<file path="config.mk">
export PLATFORM = sky130hd
export DESIGN_NAME = ring_neighbor_grant_arbiter_unit
export DESIGN_NICKNAME = d
export VERILOG_FILES = /design/src/hdl/rnga_pkg.sv /design/src/hdl/rnga_ctrl.sv /design/src/hdl/rnga_datapath.sv /design/src/hdl/ring_neighbor_grant_arbiter_unit.sv
export VERILOG_INCLUDE_DIRS = /design/src /design/src/hdl
export SDC_FILE = /design/constraint.sdc
export NUM_CORES = 1
export LEC_CHECK = 0
export BUFFER_PORTS_ARGS = -buffer_cell sky130_fd_sc_hd__buf_2
export CORE_MARGIN = 10
export CORE_UTILIZATION = 65
export DETAILED_ROUTE_END_ITERATION = 8
export PLACE_DENSITY = 0.78
export SLEW_MARGIN = 25
export SYNTH_ARGS = -nofsm -noshare
export SYNTH_HDL_FRONTEND = slang
export SYNTH_HIERARCHICAL = 1
export SYNTH_SLANG_ARGS = --single-unit
</file>
<file path="constraint.sdc">
create_clock -name i_clk -period 19.7 [get_ports i_clk]
set_clock_uncertainty 0.2 [all_clocks]
set_input_delay 0.985 -clock i_clk [delete_from_list [all_inputs] [get_ports i_clk]]
set_output_delay 0.985 -clock i_clk [all_outputs]
set_load 0.02 [all_outputs]
</file>
<file path="src/hdl/ring_neighbor_grant_arbiter_unit_macros.svh">
// Assertion macros used by the arbiter control module.
`ifndef RING_NEIGHBOR_GRANT_ARBITER_UNIT_MACROS_SVH
`define RING_NEIGHBOR_GRANT_ARBITER_UNIT_MACROS_SVH

// The consequent must hold in the same cycle as the antecedent.
`define RNGA_ASSERT_NOW(label, clk, rst_n, ante, cons, msg) \
    label: assert property (@(posedge clk) disable iff (!rst_n) (ante) |-> (cons)) \
        else $error(msg);

// The consequent must hold in the cycle after the antecedent.
`define RNGA_ASSERT_NEXT(label, clk, rst_n, ante, cons, msg) \
    label: assert property (@(posedge clk) disable iff (!rst_n) (ante) |=> (cons)) \
        else $error(msg);

`endif

</file>
<file path="src/hdl/rnga_pkg.sv">
`timescale 1ns / 1ps
package rnga_pkg;

    localparam int FUNC_W         = 2;
    localparam int AGENT_W        = 3;
    localparam int RING_SIZE_W    = 4;
    localparam int WAIT_LIMIT_W   = 16;
    localparam int STAMP_W        = 32;
    localparam int PHASE_W        = 2;
    localparam int CFG_IDX_W      = 2;
    localparam int CFG_DATA_W     = 16;
    localparam int MAX_AGENTS_DEF = 8;

    localparam logic [RING_SIZE_W-1:0]  RING_SIZE_RST  = 4'd8;
    localparam logic [WAIT_LIMIT_W-1:0] WAIT_LIMIT_RST = 16'd10;

    localparam logic [FUNC_W-1:0] FUNC_TICK = 2'd0;
    localparam logic [FUNC_W-1:0] FUNC_REQ  = 2'd1;
    localparam logic [FUNC_W-1:0] FUNC_REL  = 2'd2;

    localparam logic [PHASE_W-1:0] PH_IDLE  = 2'd0;
    localparam logic [PHASE_W-1:0] PH_WAIT  = 2'd1;
    localparam logic [PHASE_W-1:0] PH_GRANT = 2'd2;

    localparam logic [CFG_IDX_W-1:0] CFG_RING_SIZE  = 2'd0;
    localparam logic [CFG_IDX_W-1:0] CFG_WAIT_LIMIT = 2'd1;

    typedef struct packed {
        logic [FUNC_W-1:0]  func;
        logic [AGENT_W-1:0] agent;
    } t_in;

    typedef struct packed {
        logic [AGENT_W-1:0] granted_agent;
        logic               last;
    } t_out;

    typedef enum logic [2:0] {
        SEL_IN,
        SEL_A,
        SEL_L,
        SEL_R,
        SEL_LL,
        SEL_RR
    } t_sel;

    typedef struct packed {
        logic tick;
        logic load;
        logic clr_valid;
        logic rd_en;
        t_sel rd_sel;
        logic wr_en;
        t_sel wr_sel;
        logic wr_grant;
        logic wr_stamp_now;
        logic self_load;
        logic stop_load;
        logic stop_self_now;
        logic emit;
        t_sel emit_sel;
        logic emit_last;
    } t_cmd;

    typedef struct packed {
        logic in_range;
        logic rd_idle;
        logic rd_wait;
        logic stop;
        logic stop_held;
    } t_sts;

endpackage

</file>
<file path="src/hdl/rnga_ctrl.sv">
`timescale 1ns / 1ps
`include "ring_neighbor_grant_arbiter_unit_macros.svh"
module rnga_ctrl
    import rnga_pkg::*;
(
    input  logic              i_clk,
    input  logic              i_rst_n,
    input  logic              i_start,
    input  logic [FUNC_W-1:0] i_func,
    input  t_sts              i_sts,
    output t_cmd              o_cmd,
    output logic              o_busy
);

    typedef enum logic [3:0] {
        ST_IDLE,
        ST_RQ_CHK,
        ST_RQ_RD_R,
        ST_RQ_FIN,
        ST_RL_RD_L,
        ST_RL_RD_LL,
        ST_RL_RD_R,
        ST_RL_RD_RR,
        ST_RL_FIN,
        ST_RL_OUT2
    } t_state;

    t_state r_state, n_state;
    logic   r_busy, n_busy;
    logic   r_pass_l, n_pass_l;
    logic   r_tgt_wait, n_tgt_wait;
    logic   pass_l, pass_r;

    always_comb begin
        o_cmd      = '0;
        n_state    = r_state;
        n_pass_l   = r_pass_l;
        n_tgt_wait = r_tgt_wait;
        pass_l     = r_tgt_wait && !i_sts.stop;
        pass_r     = r_tgt_wait && !i_sts.stop;
        unique case (r_state)
            ST_IDLE: begin
                if (i_start) begin
                    unique case (i_func)
                        FUNC_TICK: begin
                            o_cmd.tick = 1'b1;
                        end
                        FUNC_REQ: begin
                            if (i_sts.in_range) begin
                                o_cmd.rd_en  = 1'b1;
                                o_cmd.rd_sel = SEL_IN;
                                o_cmd.load   = 1'b1;
                                n_state      = ST_RQ_CHK;
                            end
                        end
                        FUNC_REL: begin
                            if (i_sts.in_range) begin
                                o_cmd.clr_valid = 1'b1;
                                o_cmd.load      = 1'b1;
                                n_state         = ST_RL_RD_L;
                            end
                        end
                        default: begin
                        end
                    endcase
                end
            end
            ST_RQ_CHK: begin
                if (i_sts.rd_idle) begin
                    o_cmd.rd_en  = 1'b1;
                    o_cmd.rd_sel = SEL_L;
                    n_state      = ST_RQ_RD_R;
                end else begin
                    n_state = ST_IDLE;
                end
            end
            ST_RQ_RD_R: begin
                o_cmd.rd_en         = 1'b1;
                o_cmd.rd_sel        = SEL_R;
                o_cmd.stop_self_now = 1'b1;
                o_cmd.stop_load     = 1'b1;
                n_state             = ST_RQ_FIN;
            end
            ST_RQ_FIN: begin
                o_cmd.stop_self_now = 1'b1;
                o_cmd.wr_en         = 1'b1;
                o_cmd.wr_sel        = SEL_A;
                o_cmd.wr_grant      = !i_sts.stop && !i_sts.stop_held;
                o_cmd.wr_stamp_now  = 1'b1;
                o_cmd.emit          = !i_sts.stop && !i_sts.stop_held;
                o_cmd.emit_sel      = SEL_A;
                o_cmd.emit_last     = 1'b1;
                n_state             = ST_IDLE;
            end
            ST_RL_RD_L: begin
                o_cmd.rd_en  = 1'b1;
                o_cmd.rd_sel = SEL_L;
                n_state      = ST_RL_RD_LL;
            end
            ST_RL_RD_LL: begin
                o_cmd.rd_en     = 1'b1;
                o_cmd.rd_sel    = SEL_LL;
                o_cmd.self_load = 1'b1;
                n_tgt_wait      = i_sts.rd_wait;
                n_state         = ST_RL_RD_R;
            end
            ST_RL_RD_R: begin
                o_cmd.rd_en    = 1'b1;
                o_cmd.rd_sel   = SEL_R;
                o_cmd.wr_en    = pass_l;
                o_cmd.wr_sel   = SEL_L;
                o_cmd.wr_grant = 1'b1;
                n_pass_l       = pass_l;
                n_state        = ST_RL_RD_RR;
            end
            ST_RL_RD_RR: begin
                o_cmd.rd_en     = 1'b1;
                o_cmd.rd_sel    = SEL_RR;
                o_cmd.self_load = 1'b1;
                n_tgt_wait      = i_sts.rd_wait;
                n_state         = ST_RL_FIN;
            end
            ST_RL_FIN: begin
                o_cmd.wr_en    = pass_r;
                o_cmd.wr_sel   = SEL_R;
                o_cmd.wr_grant = 1'b1;
                if (r_pass_l) begin
                    o_cmd.emit      = 1'b1;
                    o_cmd.emit_sel  = SEL_L;
                    o_cmd.emit_last = !pass_r;
                end else begin
                    o_cmd.emit      = pass_r;
                    o_cmd.emit_sel  = SEL_R;
                    o_cmd.emit_last = 1'b1;
                end
                n_state = (r_pass_l && pass_r) ? ST_RL_OUT2 : ST_IDLE;
            end
            ST_RL_OUT2: begin
                o_cmd.emit      = 1'b1;
                o_cmd.emit_sel  = SEL_R;
                o_cmd.emit_last = 1'b1;
                n_state         = ST_IDLE;
            end
            default: begin
                n_state = ST_IDLE;
            end
        endcase
        n_busy = (n_state != ST_IDLE);
    end

    always_ff @(posedge i_clk) begin
        if (!i_rst_n) begin
            r_state    <= ST_IDLE;
            r_busy     <= 1'b0;
            r_pass_l   <= 1'b0;
            r_tgt_wait <= 1'b0;
        end else begin
            r_state    <= n_state;
            r_busy     <= n_busy;
            r_pass_l   <= n_pass_l;
            r_tgt_wait <= n_tgt_wait;
        end
    end

    assign o_busy = r_busy;

    `RNGA_ASSERT_NOW(a_out2_follows_fin, i_clk, i_rst_n, r_state == ST_RL_OUT2, $past(r_state) == ST_RL_FIN, "second grant beat without a preceding finish")
    `RNGA_ASSERT_NEXT(a_last_ends_item, i_clk, i_rst_n, o_cmd.emit && o_cmd.emit_last, r_state == ST_IDLE && !r_busy, "final beat did not end the item")
    `RNGA_ASSERT_NOW(a_no_rw_clash, i_clk, i_rst_n, o_cmd.wr_en && o_cmd.rd_en, o_cmd.rd_sel != o_cmd.wr_sel, "read and write hit the same table entry")
    `RNGA_ASSERT_NOW(a_left_first, i_clk, i_rst_n, r_state == ST_RL_FIN && r_pass_l, o_cmd.emit && o_cmd.emit_sel == SEL_L, "left grant not delivered first")

endmodule

</file>
<file path="src/hdl/rnga_datapath.sv">
`timescale 1ns / 1ps
module rnga_datapath
    import rnga_pkg::*;
#(
    parameter int MAX_AGENTS = MAX_AGENTS_DEF
) (
    input  logic                  i_clk,
    input  logic                  i_rst_n,
    input  t_in                   i_in,
    input  logic                  i_cfg_valid,
    input  logic [CFG_IDX_W-1:0]  i_cfg_index,
    input  logic [CFG_DATA_W-1:0] i_cfg_data,
    input  t_cmd                  i_cmd,
    output t_sts                  o_sts,
    output logic                  o_res_valid,
    output t_out                  o_res
);

    localparam int AW = $clog2(MAX_AGENTS);
    localparam int NW = $clog2(MAX_AGENTS + 1);
    localparam int CW = (NW > RING_SIZE_W) ? NW : RING_SIZE_W;
    localparam int XW = (NW > AGENT_W) ? NW : AGENT_W;

    typedef struct packed {
        logic [PHASE_W-1:0] phase;
        logic [STAMP_W-1:0] stamp;
    } t_entry;

    logic [RING_SIZE_W-1:0]  r_ring_size;
    logic [WAIT_LIMIT_W-1:0] r_wait_limit;
    logic [STAMP_W-1:0]      r_now;
    logic [AW-1:0]           r_a;
    t_entry                  r_mem [MAX_AGENTS];
    logic [MAX_AGENTS-1:0]   r_valid;
    t_entry                  r_rd_raw;
    logic                    r_rd_vld;
    logic [STAMP_W-1:0]      r_self_stamp;
    logic                    r_stop;
    logic                    r_res_valid;
    t_out                    r_res;

    logic [CW-1:0]      ring_ext;
    logic [CW-1:0]      ring_clamp;
    logic [NW-1:0]      ring_n;
    logic [AW-1:0]      last_idx;
    logic [AW-1:0]      in_idx;
    logic [AW-1:0]      a_l, a_r, a_ll, a_rr;
    logic [AW-1:0]      rd_addr, wr_addr, emit_addr;
    logic [PHASE_W-1:0] rd_phase;
    logic [STAMP_W-1:0] rd_stamp;
    logic [STAMP_W-1:0] self_stamp;
    logic [STAMP_W-1:0] waited;
    logic               older;
    logic               stop;
    t_entry             wr_entry;

    function automatic logic [AW-1:0] f_prev(input logic [AW-1:0] x, input logic [AW-1:0] top);
        return (x == '0) ? top : x - AW'(1);
    endfunction

    function automatic logic [AW-1:0] f_next(input logic [AW-1:0] x, input logic [AW-1:0] top);
        return (x == top) ? '0 : x + AW'(1);
    endfunction

    function automatic logic [AW-1:0] f_pick(
        input t_sel          s,
        input logic [AW-1:0] p_in,
        input logic [AW-1:0] p_a,
        input logic [AW-1:0] p_l,
        input logic [AW-1:0] p_r,
        input logic [AW-1:0] p_ll,
        input logic [AW-1:0] p_rr
    );
        unique case (s)
            SEL_IN:  f_pick = p_in;
            SEL_A:   f_pick = p_a;
            SEL_L:   f_pick = p_l;
            SEL_R:   f_pick = p_r;
            SEL_LL:  f_pick = p_ll;
            SEL_RR:  f_pick = p_rr;
            default: f_pick = p_a;
        endcase
    endfunction

    always_comb begin
        ring_ext = CW'(r_ring_size);
        if (ring_ext < CW'(3)) begin
            ring_clamp = CW'(3);
        end else if (ring_ext > CW'(MAX_AGENTS)) begin
            ring_clamp = CW'(MAX_AGENTS);
        end else begin
            ring_clamp = ring_ext;
        end
        ring_n   = NW'(ring_clamp);
        last_idx = AW'(ring_n - NW'(1));
    end

    assign in_idx = AW'(i_in.agent);
    assign a_l    = f_prev(r_a, last_idx);
    assign a_r    = f_next(r_a, last_idx);
    assign a_ll   = f_prev(a_l, last_idx);
    assign a_rr   = f_next(a_r, last_idx);

    assign rd_addr   = f_pick(i_cmd.rd_sel, in_idx, r_a, a_l, a_r, a_ll, a_rr);
    assign wr_addr   = f_pick(i_cmd.wr_sel, in_idx, r_a, a_l, a_r, a_ll, a_rr);
    assign emit_addr = f_pick(i_cmd.emit_sel, in_idx, r_a, a_l, a_r, a_ll, a_rr);

    assign rd_phase   = r_rd_vld ? r_rd_raw.phase : PH_IDLE;
    assign rd_stamp   = r_rd_vld ? r_rd_raw.stamp : '0;
    assign self_stamp = i_cmd.stop_self_now ? r_now : r_self_stamp;
    assign waited     = r_now - rd_stamp;
    assign older      = (rd_phase == PH_WAIT) && (rd_stamp < self_stamp)
                        && (waited >= STAMP_W'(r_wait_limit));
    assign stop       = (rd_phase == PH_GRANT) || older;

    assign wr_entry.phase = i_cmd.wr_grant ? PH_GRANT : PH_WAIT;
    assign wr_entry.stamp = i_cmd.wr_stamp_now ? r_now : r_self_stamp;

    assign o_sts.in_range  = XW'(i_in.agent) < XW'(ring_n);
    assign o_sts.rd_idle   = (rd_phase == PH_IDLE);
    assign o_sts.rd_wait   = (rd_phase == PH_WAIT);
    assign o_sts.stop      = stop;
    assign o_sts.stop_held = r_stop;

    always_ff @(posedge i_clk) begin
        if (!i_rst_n) begin
            r_ring_size  <= RING_SIZE_RST;
            r_wait_limit <= WAIT_LIMIT_RST;
            r_now        <= '0;
            r_valid      <= '0;
            r_res_valid  <= 1'b0;
        end else begin
            if (i_cfg_valid) begin
                unique case (i_cfg_index)
                    CFG_RING_SIZE:  r_ring_size  <= i_cfg_data[RING_SIZE_W-1:0];
                    CFG_WAIT_LIMIT: r_wait_limit <= i_cfg_data[WAIT_LIMIT_W-1:0];
                    default: begin
                    end
                endcase
            end
            if (i_cmd.tick && (r_now != '1)) begin
                r_now <= r_now + STAMP_W'(1);
            end
            if (i_cmd.clr_valid) begin
                r_valid[in_idx] <= 1'b0;
            end
            if (i_cmd.wr_en) begin
                r_valid[wr_addr] <= 1'b1;
            end
            r_res_valid <= i_cmd.emit;
        end
    end

    always_ff @(posedge i_clk) begin
        if (i_cmd.wr_en) begin
            r_mem[wr_addr] <= wr_entry;
        end
    end

    always_ff @(posedge i_clk) begin
        if (i_cmd.rd_en) begin
            r_rd_raw <= r_mem[rd_addr];
            r_rd_vld <= r_valid[rd_addr];
        end
        if (i_cmd.load) begin
            r_a <= in_idx;
        end
        if (i_cmd.self_load) begin
            r_self_stamp <= rd_stamp;
        end
        if (i_cmd.stop_load) begin
            r_stop <= stop;
        end
        if (i_cmd.emit) begin
            r_res.granted_agent <= AGENT_W'(emit_addr);
            r_res.last          <= i_cmd.emit_last;
        end
    end

    assign o_res_valid = r_res_valid;
    assign o_res       = r_res;

endmodule

</file>
<file path="src/hdl/ring_neighbor_grant_arbiter_unit.sv">
`timescale 1ns / 1ps
// Neighbor grant arbiter for a ring of agents. Pulse start with an item while busy
// is low: a tick leaves busy low, while a request or a release keeps busy high as
// the block steps through its table reads, a release longer when it grants both
// neighbors, because the agent table has a single read port and each test reads one
// entry per cycle. Each grant appears on o_res for exactly one cycle with o_res_valid
// high, registered from the final states of the item; the receiver cannot stall it.
// The configuration port is always ready and should only be written while idle.
module ring_neighbor_grant_arbiter_unit
    import rnga_pkg::*;
#(
    parameter int MAX_AGENTS = MAX_AGENTS_DEF
) (
    input  logic                  i_clk,
    input  logic                  i_rst_n,
    input  logic                  start,
    output logic                  busy,
    input  t_in                   i_in,
    output logic                  o_res_valid,
    output t_out                  o_res,
    input  logic                  i_cfg_valid,
    output logic                  o_cfg_ready,
    input  logic [CFG_IDX_W-1:0]  i_cfg_index,
    input  logic [CFG_DATA_W-1:0] i_cfg_data
);

    t_cmd cmd;
    t_sts sts;

    rnga_ctrl u_ctrl (
        .i_clk   (i_clk),
        .i_rst_n (i_rst_n),
        .i_start (start),
        .i_func  (i_in.func),
        .i_sts   (sts),
        .o_cmd   (cmd),
        .o_busy  (busy)
    );

    rnga_datapath #(
        .MAX_AGENTS (MAX_AGENTS)
    ) u_datapath (
        .i_clk       (i_clk),
        .i_rst_n     (i_rst_n),
        .i_in        (i_in),
        .i_cfg_valid (i_cfg_valid),
        .i_cfg_index (i_cfg_index),
        .i_cfg_data  (i_cfg_data),
        .i_cmd       (cmd),
        .o_sts       (sts),
        .o_res_valid (o_res_valid),
        .o_res       (o_res)
    );

    assign o_cfg_ready = 1'b1;

endmodule

</file>
Word level (Yosys, flattened, before mapping)

Memories as Yosys holds them, arrays and structs flattened. A register that Yosys moved wholly into a read port is not among the register bits.
Index checks and enable logic that the tools add are counted.

Magnitude comparators: 10
Bitwise operators: 3
Reduce and logical (&&, ||, !) cells: 27
Multiplexer cells: 50
Eq/ne operators: 29
Add/sub/neg operators: 7

Operators by type and width:

| kind                                                        | number |
|---|---|
| two-way mux 32 bit                                          | 3 |
| one-hot mux 3 bit (5 select lines)                          | 3 |
| two-way mux 4 bit                                           | 9 |
| adder 32 x 1 -> 32 bit (second input constant)              | 1 |
| greater-or-equal comparator 32 x 16 -> 1 bit                | 1 |
| less-than comparator 32 bit                                 | 1 |
| inequality test 32 bit (second input constant)              | 1 |
| one-hot mux 4 bit (8 select lines)                          | 1 |
| subtractor 32 bit                                           | 1 |
| one-hot mux 5 bit (3 select lines)                          | 2 |
| two-way mux 8 bit                                           | 3 |
| one-hot mux 4 bit (6 select lines)                          | 1 |
| equality test 3 x 2 -> 1 bit (second input constant)        | 6 |
| equality test 3 bit (second input constant)                 | 6 |
| equality test 4 x 3 -> 1 bit (second input constant)        | 4 |
| zero test 3 bit                                             | 5 |
| two-way mux 3 bit                                           | 5 |
| less-than comparator 3 x 4 -> 1 bit (second input constant) | 3 |
| two-way mux 1 bit                                           | 12 |
| subtractor 3 x 1 -> 3 bit (second input constant)           | 3 |
| AND 8 bit                                                   | 1 |
| equality test 4 x 2 -> 1 bit (second input constant)        | 2 |
| equality test 4 bit (second input constant)                 | 2 |
| logical AND 1 bit                                           | 8 |
| other kinds (25)                                            | 42 |

Logic and storage cells: 142
Memories: 1
Output and inout bits: 7
RAM bits: 272
Register bits: 109
Bits of input ports: 27

Memories:

| name             | words | width | read ports | clocked after memory_dff | write ports | line                | source |
|---|---|---|---|---|---|---|---|
| u_datapath.r_mem | 8     | 34    | 1          | 1                        | 1           | rnga_datapath.sv:33 | `t_entry r_mem [MAX_AGENTS];` |

Depth between registers and ports, before layout

Gate-level depths: netlist of the first run.

Depth after elaboration: 19
Mapped depth: 27
Depth with buffers taken out: 24

Modules after synthesis

Netlist of the first run, hierarchy kept.

By module, submodules not included:

| module                           | cells each | seq. area each (um^2) | area an instance (um^2) | times used |
|---|---|---|---|---|
| rnga_datapath                    | 1635       | 11641.2               | 20621.0                 | 1 |
| rnga_ctrl                        | 97         | 140.1                 | 680.7                   | 1 |
| ring_neighbor_grant_arbiter_unit | 2          | 0.0                   | 11.3                    | 1 |

Least setup slack after synthesis of the first run

No wires, ideal clock.

Path kind: reg2reg
From: register u_datapath.r_rd_vld
To: memory u_datapath/r_mem[0][0] (netlist name), enable pin
Stages on the path, launching flop included: 26
Setup slack: 12545 ps
Data arrival time: 6524 ps
Buffers on the path: 3
Clock period less this slack: 7155 ps
Library setup time: 431 ps
Required time: 19069 ps
Cells stage by stage: edfxtp_1 > clkbuf_1 > clkbuf_1 > nand2_1 > ha_1 > a21o_1 > or3_1 > o21ai_0 > o21ai_0 > nand2b_1 > nand2_1 > xor2_1 > ha_1 > nand4_1 > nor3_1 > a2111oi_0 > nand4_1 > a2111oi_0 > nand3_1 > nor4_1 > a41oi_1 > buf_4 > nor2b_1 > a21o_1 > nor3b_1 > nor2b_1

RTL lines:

| element                | line                 | source |
|---|---|---|
| from (decl)            | rnga_datapath.sv:36  | `logic r_rd_vld;` |
| from (signal assigned) | rnga_datapath.sv:163 | `r_rd_vld <= r_valid[rd_addr];` |
| to (decl)              | rnga_datapath.sv:33  |  |

==> metrics.csv, run 1 <==
stage;metric;value;unit
place;place.gp.congestion;0.952;
pwr;clockPowerShare;36.1;%
pwr;p_total;2.17;mW
timing;min_period;7.32;ns
cts;cts_root_buf;clkbuf_16;
cts;clk_pin_slew;0.07;ns
floorplanning;boundaryPins;34;
grt;grt_max_degree;138;
cts;clk_latency;0.57;ns
drt;num_vias;14000;
place;hpwl;34.0;mm
place;placed_cell_area;0.0218;sq mm
place;io_buffers;32;
run_status;outcome;completed;
floorplanning;die_h;201;um
setup_path;cp.required;19.68;ns
grt;antenna_found_initial;0;
drt;drc;0;
pwr;switching_share;27.6;%
timing;finalSetupViolations;0;
yosys;syn_area_per_cell;12.3;sq um
pwr;cellPowerDensity;93.6;mW/mm^2
timing;drv_slew;0;
yosys;syn_area;0.0213;sq mm
yosys;synth_ff_type;edfxtp_1;
grt;grt-ovfl-total;0;
finish;fill_cells;2225;
pwr;p_comb_share;18.8;%
grt;grtUsageTotal;23.6;%
finish;fin_area;0.0232;sq mm
timing;slew_headroom;29.2;%
setup_path;worstPathMaxFanout;36;
yosys;synthArstFlopShare;0;%
floorplanning;die_area;0.0404;sq mm
finish;area_delta_synth_final;8.97;%
timing;fmax;137;MHz
cts;post_cts_buffers;0;
cts;cts_tree;yes;
grt;grt_pass1_vias;13500;
setup_path;path_class;register to register;
cts;cts_made_buffers;42;
timing;finalCritPeriodShare;37.2;%
drt;ant_nets;0;
setup_path;startpoint_type;register;
pwr;p_leak;8.52;nW
finish;antenna_cells;0;
drt;routed_wl;49.3;mm
timing;hold_violations;0;
cts;ctsResizeCount;0;
finish;layout-drive-gt1-share;14.8;%
finish;final_cell_mix;edfxtp_1, nand2_1, mux2i_1, mux2_2, ha_1;
yosys;ys_seq_elements;415;
pwr;ir_worst_vdd;0.0000911;V
drt;avgViaCountPerCell;6.34;
pwr;p_int;1.57;mW
run;cap_viol_max_count;0;
pwr;p_seq_share;45.1;%
timing;layout_setup_ws;12.38;ns
yosys;synth_cell_types;78;
finish;nNetsFinal;1860;
timing;fin_tns_setup;0;ns
pwr;p_sw;0.600;mW
timing;tightest_slew;1.06;ns
timing;grt_setup_unrepaired;false;
yosys;yosysWarnings;6;
setup_path;critPathCaptureType;register;
drt;firstDrtPassIters;5;
cts;cts.sinks;415;
finish;layout_commonest_cell;edfxtp_1;
place;pre_cts_ws;12.41;ns
yosys;ys_seq_area_share;55.3;%
worst_hold_path;hp-class;register to register;
floorplanning;fp-row-count;66;
floorplanning;die_w;201;um
yosys;synth_edf_count;347;
grt;grt_pass1_wl;76.1;mm
cts;cts_hold_buf;0;
yosys;netlist_instances;1734;
setup_path;arrival;7.30;ns
cts;clk_path_buf_depth;3;
floorplanning;coreArea;0.0325;sq mm
cts;clock_tree.htree_level_count;2;
floorplanning;start_util;65.7;%
drt;wl_per_cell;22.2;um
drt;drt_iter0_drc;1206;
==> Yosys cell counts, drive strengths merged (5+ instances only) <==
library cell	count	area, sq um
a2111oi	7	61.3
nand2b	16	100
buf	48	307
a21oi	62	310
mux2i	119	1190
nand2	134	503
o31a	6	52.6
or2	6	37.5
o211ai	7	52.6
and4	5	43.8
and2	50	313
nor4	9	56.3
nand4	23	144
dfxtp	68	1360
o21ai	55	275
edfxtp	347	10400
nand3	33	165
nor2b	27	171
o22ai	39	244
a21boi	17	128
inv	87	327
a41oi	5	51.3
xor2	12	105
a211oi	5	37.5
xnor2	45	394
nor3b	7	52.6
ha	93	1160
and3	11	68.8
or3	9	56.3
a221oi	37	493
clkbuf	38	143
a21o	20	150
mux2	105	1180
o31ai	7	57.6
o21a	21	158
nor2	62	235
nor3	23	120
a31oi	14	87.6
==> worst paths after layout <==
path | depth (start not counted) | endpoint | slack (ns) | startpoint
setup / recovery | 24 | u_datapath/r_mem[4][30]$_DFFE_PP_ | 12.38 | u_datapath/r_rd_vld$_DFFE_PP_
hold / removal | 2 | u_datapath/r_wait_limit[8]$_SDFFE_PN0P_ | 0.27 | u_datapath/r_wait_limit[8]$_SDFFE_PN0P_
setup reg to reg | 24 | u_datapath/r_mem[4][30]$_DFFE_PP_ | 12.38 | u_datapath/r_rd_vld$_DFFE_PP_
hold reg to reg | 2 | u_datapath/r_wait_limit[8]$_SDFFE_PN0P_ | 0.27 | u_datapath/r_wait_limit[8]$_SDFFE_PN0P_
==> cell families after synthesis <==
logic type / after synthesis / share of synthesized area, %
DFF: 415 / 55.3
muxes: 224 / 11.1
and+or+nand+nor: 433 / 10.4
other: 2 / 0.0352
adders and majority gates: 94 / 5.55
buffers and inverters: 173 / 3.64
AOI/OAI and AO/OA: 335 / 11.5
xor gates and xnor gates: 58 / 2.45
==> power groups by stage <==
stage                     registers [mW]  logic [mW]  clock network [mW]
after floorplan                    0.994       0.303                   0
after global placement             0.998       0.390                   0
after detailed placement           0.998       0.399                   0
after CTS                          0.979       0.402               0.795
after global routing               0.981       0.443               0.830
final                              0.980       0.409               0.785
==> critical path, cell delays in order (launching register included) <==
cell and delay [ns]:
edfxtp_1 0.36, buf_4 0.25, and2_1 0.22, ha_1 0.21
fa_1 0.40, nand2b_1 0.19, a21oi_1 0.28, o21ai_0 0.24
o21ai_0 0.30, nand2b_1 0.12, nand2_1 0.10, xor2_1 0.16
ha_1 0.27, nand4_1 0.10, nor3_1 0.08, a2111oi_0 0.42
nand4_1 0.14, a2111oi_0 0.37, nand3_1 0.11, nor4_1 0.28
a41oi_1 0.33, nor2b_1 0.30, a21o_1 0.30, nor3b_1 0.29
nor2b_4 0.89
==> flip-flops by register name, summed over array words and instances (netlist names) <==
| name | flops |
|---|---|
| u_datapath/o_res | 4 |
| u_datapath/o_res_valid | 1 |
| u_ctrl/r_pass_l | 1 |
| u_datapath/r_mem | 272 |
| u_ctrl/r_tgt_wait | 1 |
| u_datapath/r_rd_raw | 34 |
| u_datapath/r_rd_vld | 1 |
| u_datapath/r_now | 32 |
| u_datapath/r_self_stamp | 32 |
| u_ctrl/o_busy | 1 |
| u_datapath/r_ring_size | 4 |
| u_datapath/r_valid | 8 |
| u_datapath/r_wait_limit | 16 |
| u_datapath/r_stop | 1 |
| u_datapath/r_a | 3 |
| u_ctrl/r_state | 4 |
==> area by class of cell <==
cell class                 count  area (sq um)  area share (%)
inverter                      87           327            1.41
tap                          442           553            2.38
multi-input combinational   1147          8840            38.0
timing repair buffer          46           365            1.57
clock buffer                  51          1110            4.76
sequential                   415         11800            50.7
clock inverter                27           256            1.10
==> metal layers <==
metal | share of wire (%) | vias to the layer above | GRT usage (%)
met5 | 0 | - | 0
met4 | 2.5 | 0 | 7.49
met3 | 8.9 | 73 | 3.89
met2 | 44 | 589 | 34.5
met1 | 45 | 6847 | 35.2
li1 | - | 6525 | -
==> through the flow <==
stage,utilization (%),hold slack [ns],instances
detailed placement,67.2,0.264,2135
floorplan,-,0.243,1735
global placement,67.0,0.258,2132
global route,71.6,0.290,2215
CTS,71.4,0.273,2213
finish,71.6,0.274,2215
Power figures use the tool's default switching activity.
==> run 2: changes to the inputs <==
--- a/config.mk
+++ b/config.mk
@@ -8,9 +8,9 @@
 export LEC_CHECK = 0
 export BUFFER_PORTS_ARGS = -buffer_cell sky130_fd_sc_hd__buf_2
 export CORE_MARGIN = 10
-export CORE_UTILIZATION = 65
+export CORE_UTILIZATION = 64
 export DETAILED_ROUTE_END_ITERATION = 8
-export PLACE_DENSITY = 0.78
+export PLACE_DENSITY = 0.77
 export SLEW_MARGIN = 25
 export SYNTH_ARGS = -nofsm -noshare
 export SYNTH_HDL_FRONTEND = slang
==> constraint.sdc (replaced) <==
create_clock -name i_clk -period 7.3 [get_ports i_clk]
set_clock_uncertainty 0.2 [all_clocks]
set_input_delay 0.365 -clock i_clk [delete_from_list [all_inputs] [get_ports i_clk]]
set_output_delay 0.365 -clock i_clk [all_outputs]
set_load 0.02 [all_outputs]
==> run 2 against run 1 <==
Sequential share of layout area shrank 0.61 points. Combinational power grew to 2.7 times the previous value. Via count grew 1.2%. Clock power grew to 2.6 times the previous value. Fmax grew 9.3%. Non-clock buffer count grew 33. Critical path type unchanged. Largest power group unchanged. Highest routed layer unchanged.
==> metrics.csv, run 2 (same netlist as run 1, synthesis figures left out) <==
stage;metric;value;unit
run_status;outcome;completed;
pwr;p_leak;8.67;nW
finish;regArea;0.0118;sq mm
timing;drv_slew;0;
setup_path;arrival;6.74;ns
cts;clk_path_buf_depth;3;
drt;ant_nets;0;
worst_hold_path;hp-class;input port to register;
setup_path;slowest_delay;0.44;ns
setup_path;path_class;register to register;
setup_path;critPathTopFamily;compound AO/OA/AOI/OAI gates;
cts;clk_pin_slew;0.06;ns
cts;cts_root_buf;clkbuf_16;
cts;clock_tree.htree_level_count;2;
cts;ctsResizeCount;0;
timing;finalCritPeriodShare;91.8;%
grt;grtUsageTotal;24.0;%
setup_path;worst-r2r-setup-slack;0.60;ns
floorplanning;die_area;0.0410;sq mm
setup_path;critPathCaptureType;register;
pwr;p_comb_share;19.2;%
finish;largest_register_ffs;272;
run;cap_viol_max_count;0;
place;hpwl;35.1;mm
finish;layout-drive-gt1-share;15.2;%
floorplanning;coreArea;0.0327;sq mm
timing;fmax;149;MHz
drt;avgViaCountPerCell;6.33;
finish;multi_input_area;0.00884;sq mm
setup_path;crit_slowest_cell;fa_1;
drt;firstDrtPassIters;7;
setup_path;crit_start;u_datapath/r_rd_vld$_DFFE_PP_;
finish;max_flop_register;u_datapath/r_mem;
timing;slew_headroom;30.1;%
place;placed_cell_area;0.0219;sq mm
finish;antenna_cells;0;
drt;num_vias;14200;
grt;grt-ovfl-total;0;
drt;routed_wl;50.2;mm
pwr;p_seq_share;45.4;%
floorplanning;fp-row-count;66;
pwr;ir_worst_vdd;0.000274;V
finish;final_cell_mix;edfxtp_1, nand2_1, mux2i_1, mux2_2, ha_1;
finish;final_util;71.9;%
timing;hold_violations;0;
pwr;clockPowerShare;35.4;%
grt;antenna_found_initial;0;
setup_path;path_buf_inv;3;
pwr;p_sw;1.61;mW
place;dp_cells;2146;
timing;tightest_slew;1.05;ns
place;io_buffers;32;
finish;fin_area;0.0235;sq mm
cts;cts_tree;yes;
floorplanning;start_util;65.2;%
setup_path;rr_worst_depth;25;
setup_path;startpoint_type;register;
timing;min_period;6.70;ns
finish;final_cells;2246;
pwr;cellPowerDensity;248;mW/mm^2
floorplanning;die_w;202;um
finish;layout_commonest_cell;edfxtp_1;
cts;cts_made_buffers;42;
setup_path;crit-reg2reg-launch;u_datapath/r_rd_vld$_DFFE_PP_;
grt;grt_pass1_vias;13700;
drt;drt_iter0_drc;1551;
drt;drc;0;
cts;clk_latency;0.56;ns
grt;grt_max_degree;84;
finish;fill_cells;2208;
cts;cts.sinks;415;
setup_path;r2r_end;u_datapath/r_mem[1][14]$_DFFE_PP_;
setup_path;path_depth;25;
timing;finalSetupViolations;0;
timing;fin_tns_setup;0;ns
floorplanning;die_h;202;um
setup_path;cp-endpoint;u_datapath/r_mem[1][14]$_DFFE_PP_;
place;place.gp.congestion;0.968;
drt;wl_per_cell;22.3;um
finish;nNetsFinal;1893;
setup_path;worstPathMaxFanout;35;
pwr;p_int;4.23;mW
timing;grt_setup_unrepaired;false;
setup_path;cp.required;7.33;ns
grt;grt_pass1_wl;78.0;mm
pwr;switching_share;27.5;%
finish;area_delta_synth_final;10.3;%
timing;hold_ws;0.0679;ns
floorplanning;boundaryPins;34;
finish;largestRegisters;u_datapath/r_mem x272, u_datapath/r_rd_raw x34;
[run 2: worst min-delay path by stage]
stage,end,slack (ns),cells past startpoint,startpoint
floorplan,u_datapath/r_wait_limit[12]$_SDFFE_PN0P_,0.24,2,u_datapath/r_wait_limit[12]$_SDFFE_PN0P_
global placement,u_datapath/r_wait_limit[5]$_SDFFE_PN0P_,0.26,2,u_datapath/r_wait_limit[5]$_SDFFE_PN0P_
detailed placement,u_datapath/r_wait_limit[2]$_SDFFE_PN0P_,0.27,2,u_datapath/r_wait_limit[2]$_SDFFE_PN0P_
CTS,u_datapath/r_ring_size[3]$_SDFFE_PN1P_,0.03,4,i_cfg_index[1]
global route,u_datapath/r_ring_size[3]$_SDFFE_PN1P_,0.10,4,i_cfg_index[1]
finish,u_datapath/r_ring_size[3]$_SDFFE_PN1P_,0.07,4,i_cfg_index[0]
[run 2: repair_timing]
| action | 4_1_cts | 5_1_grt |
|---|---|---|
| endpoints found under the hold margin | 23 | 0 |
| buffers inserted | 0 | 4 |
| hold buffers | 19 | 0 |
| setup endpoints to repair | 0 | 274 |
[run 2: power groups by stage]
stage                     Clock, mW  Combinational, mW  Sequential, mW
after CTS                      2.09               1.09            2.65
after global placement            0               1.06            2.70
after detailed placement          0               1.07            2.70
final                          2.07               1.12            2.65
after global routing           2.18               1.22            2.65
after floorplan                   0              0.818            2.68
[run 2: per-layer routing]
layer  vias to the layer above  GRT usage (%)  wire, um
met3                        66           3.71      4410
met5                         -              0         0
met4                         0           5.78       949
met2                       613           35.4     21900
met1                      6925           36.5     22900
li1                       6605              -         -
[run 2: cell type report]
type                       count  area share (%)
clock inverter                20           0.820
clock buffer                  56            4.83
multi-input combinational   1147            37.6
tap                          442            2.35
sequential                   415            50.1
inverter                      87            1.39
timing repair buffer          79            2.91
[run 2: worst register-to-register path: stages (launching register included)]
cell and delay [ns]:
edfxtp_1 0.37, buf_4 0.19, nand2_1 0.09, inv_1 0.10, fa_1 0.44, nand2b_1 0.19, a21oi_1 0.26, o21ai_0 0.22
o21ai_0 0.35, nand2b_1 0.14, nand2_1 0.10, xor2_1 0.18, ha_1 0.28, nand4_1 0.11, nor3_1 0.08, a2111oi_0 0.43
nand4_1 0.16, a2111oi_0 0.40, nand3_1 0.12, nor4_1 0.27, a41oi_1 0.32, nor2b_1 0.29, a21o_1 0.30, nor3b_1 0.32
and2_2 0.23, buf_12 0.23
[run 2: through the flow]
stage               setup slack (ns)  power [mW]
floorplan                      0.145        3.50
global placement               0.659        3.76
detailed placement             0.359        3.77
CTS                            0.379        5.83
global route                  0.0631        6.05
finish                         0.598        5.83
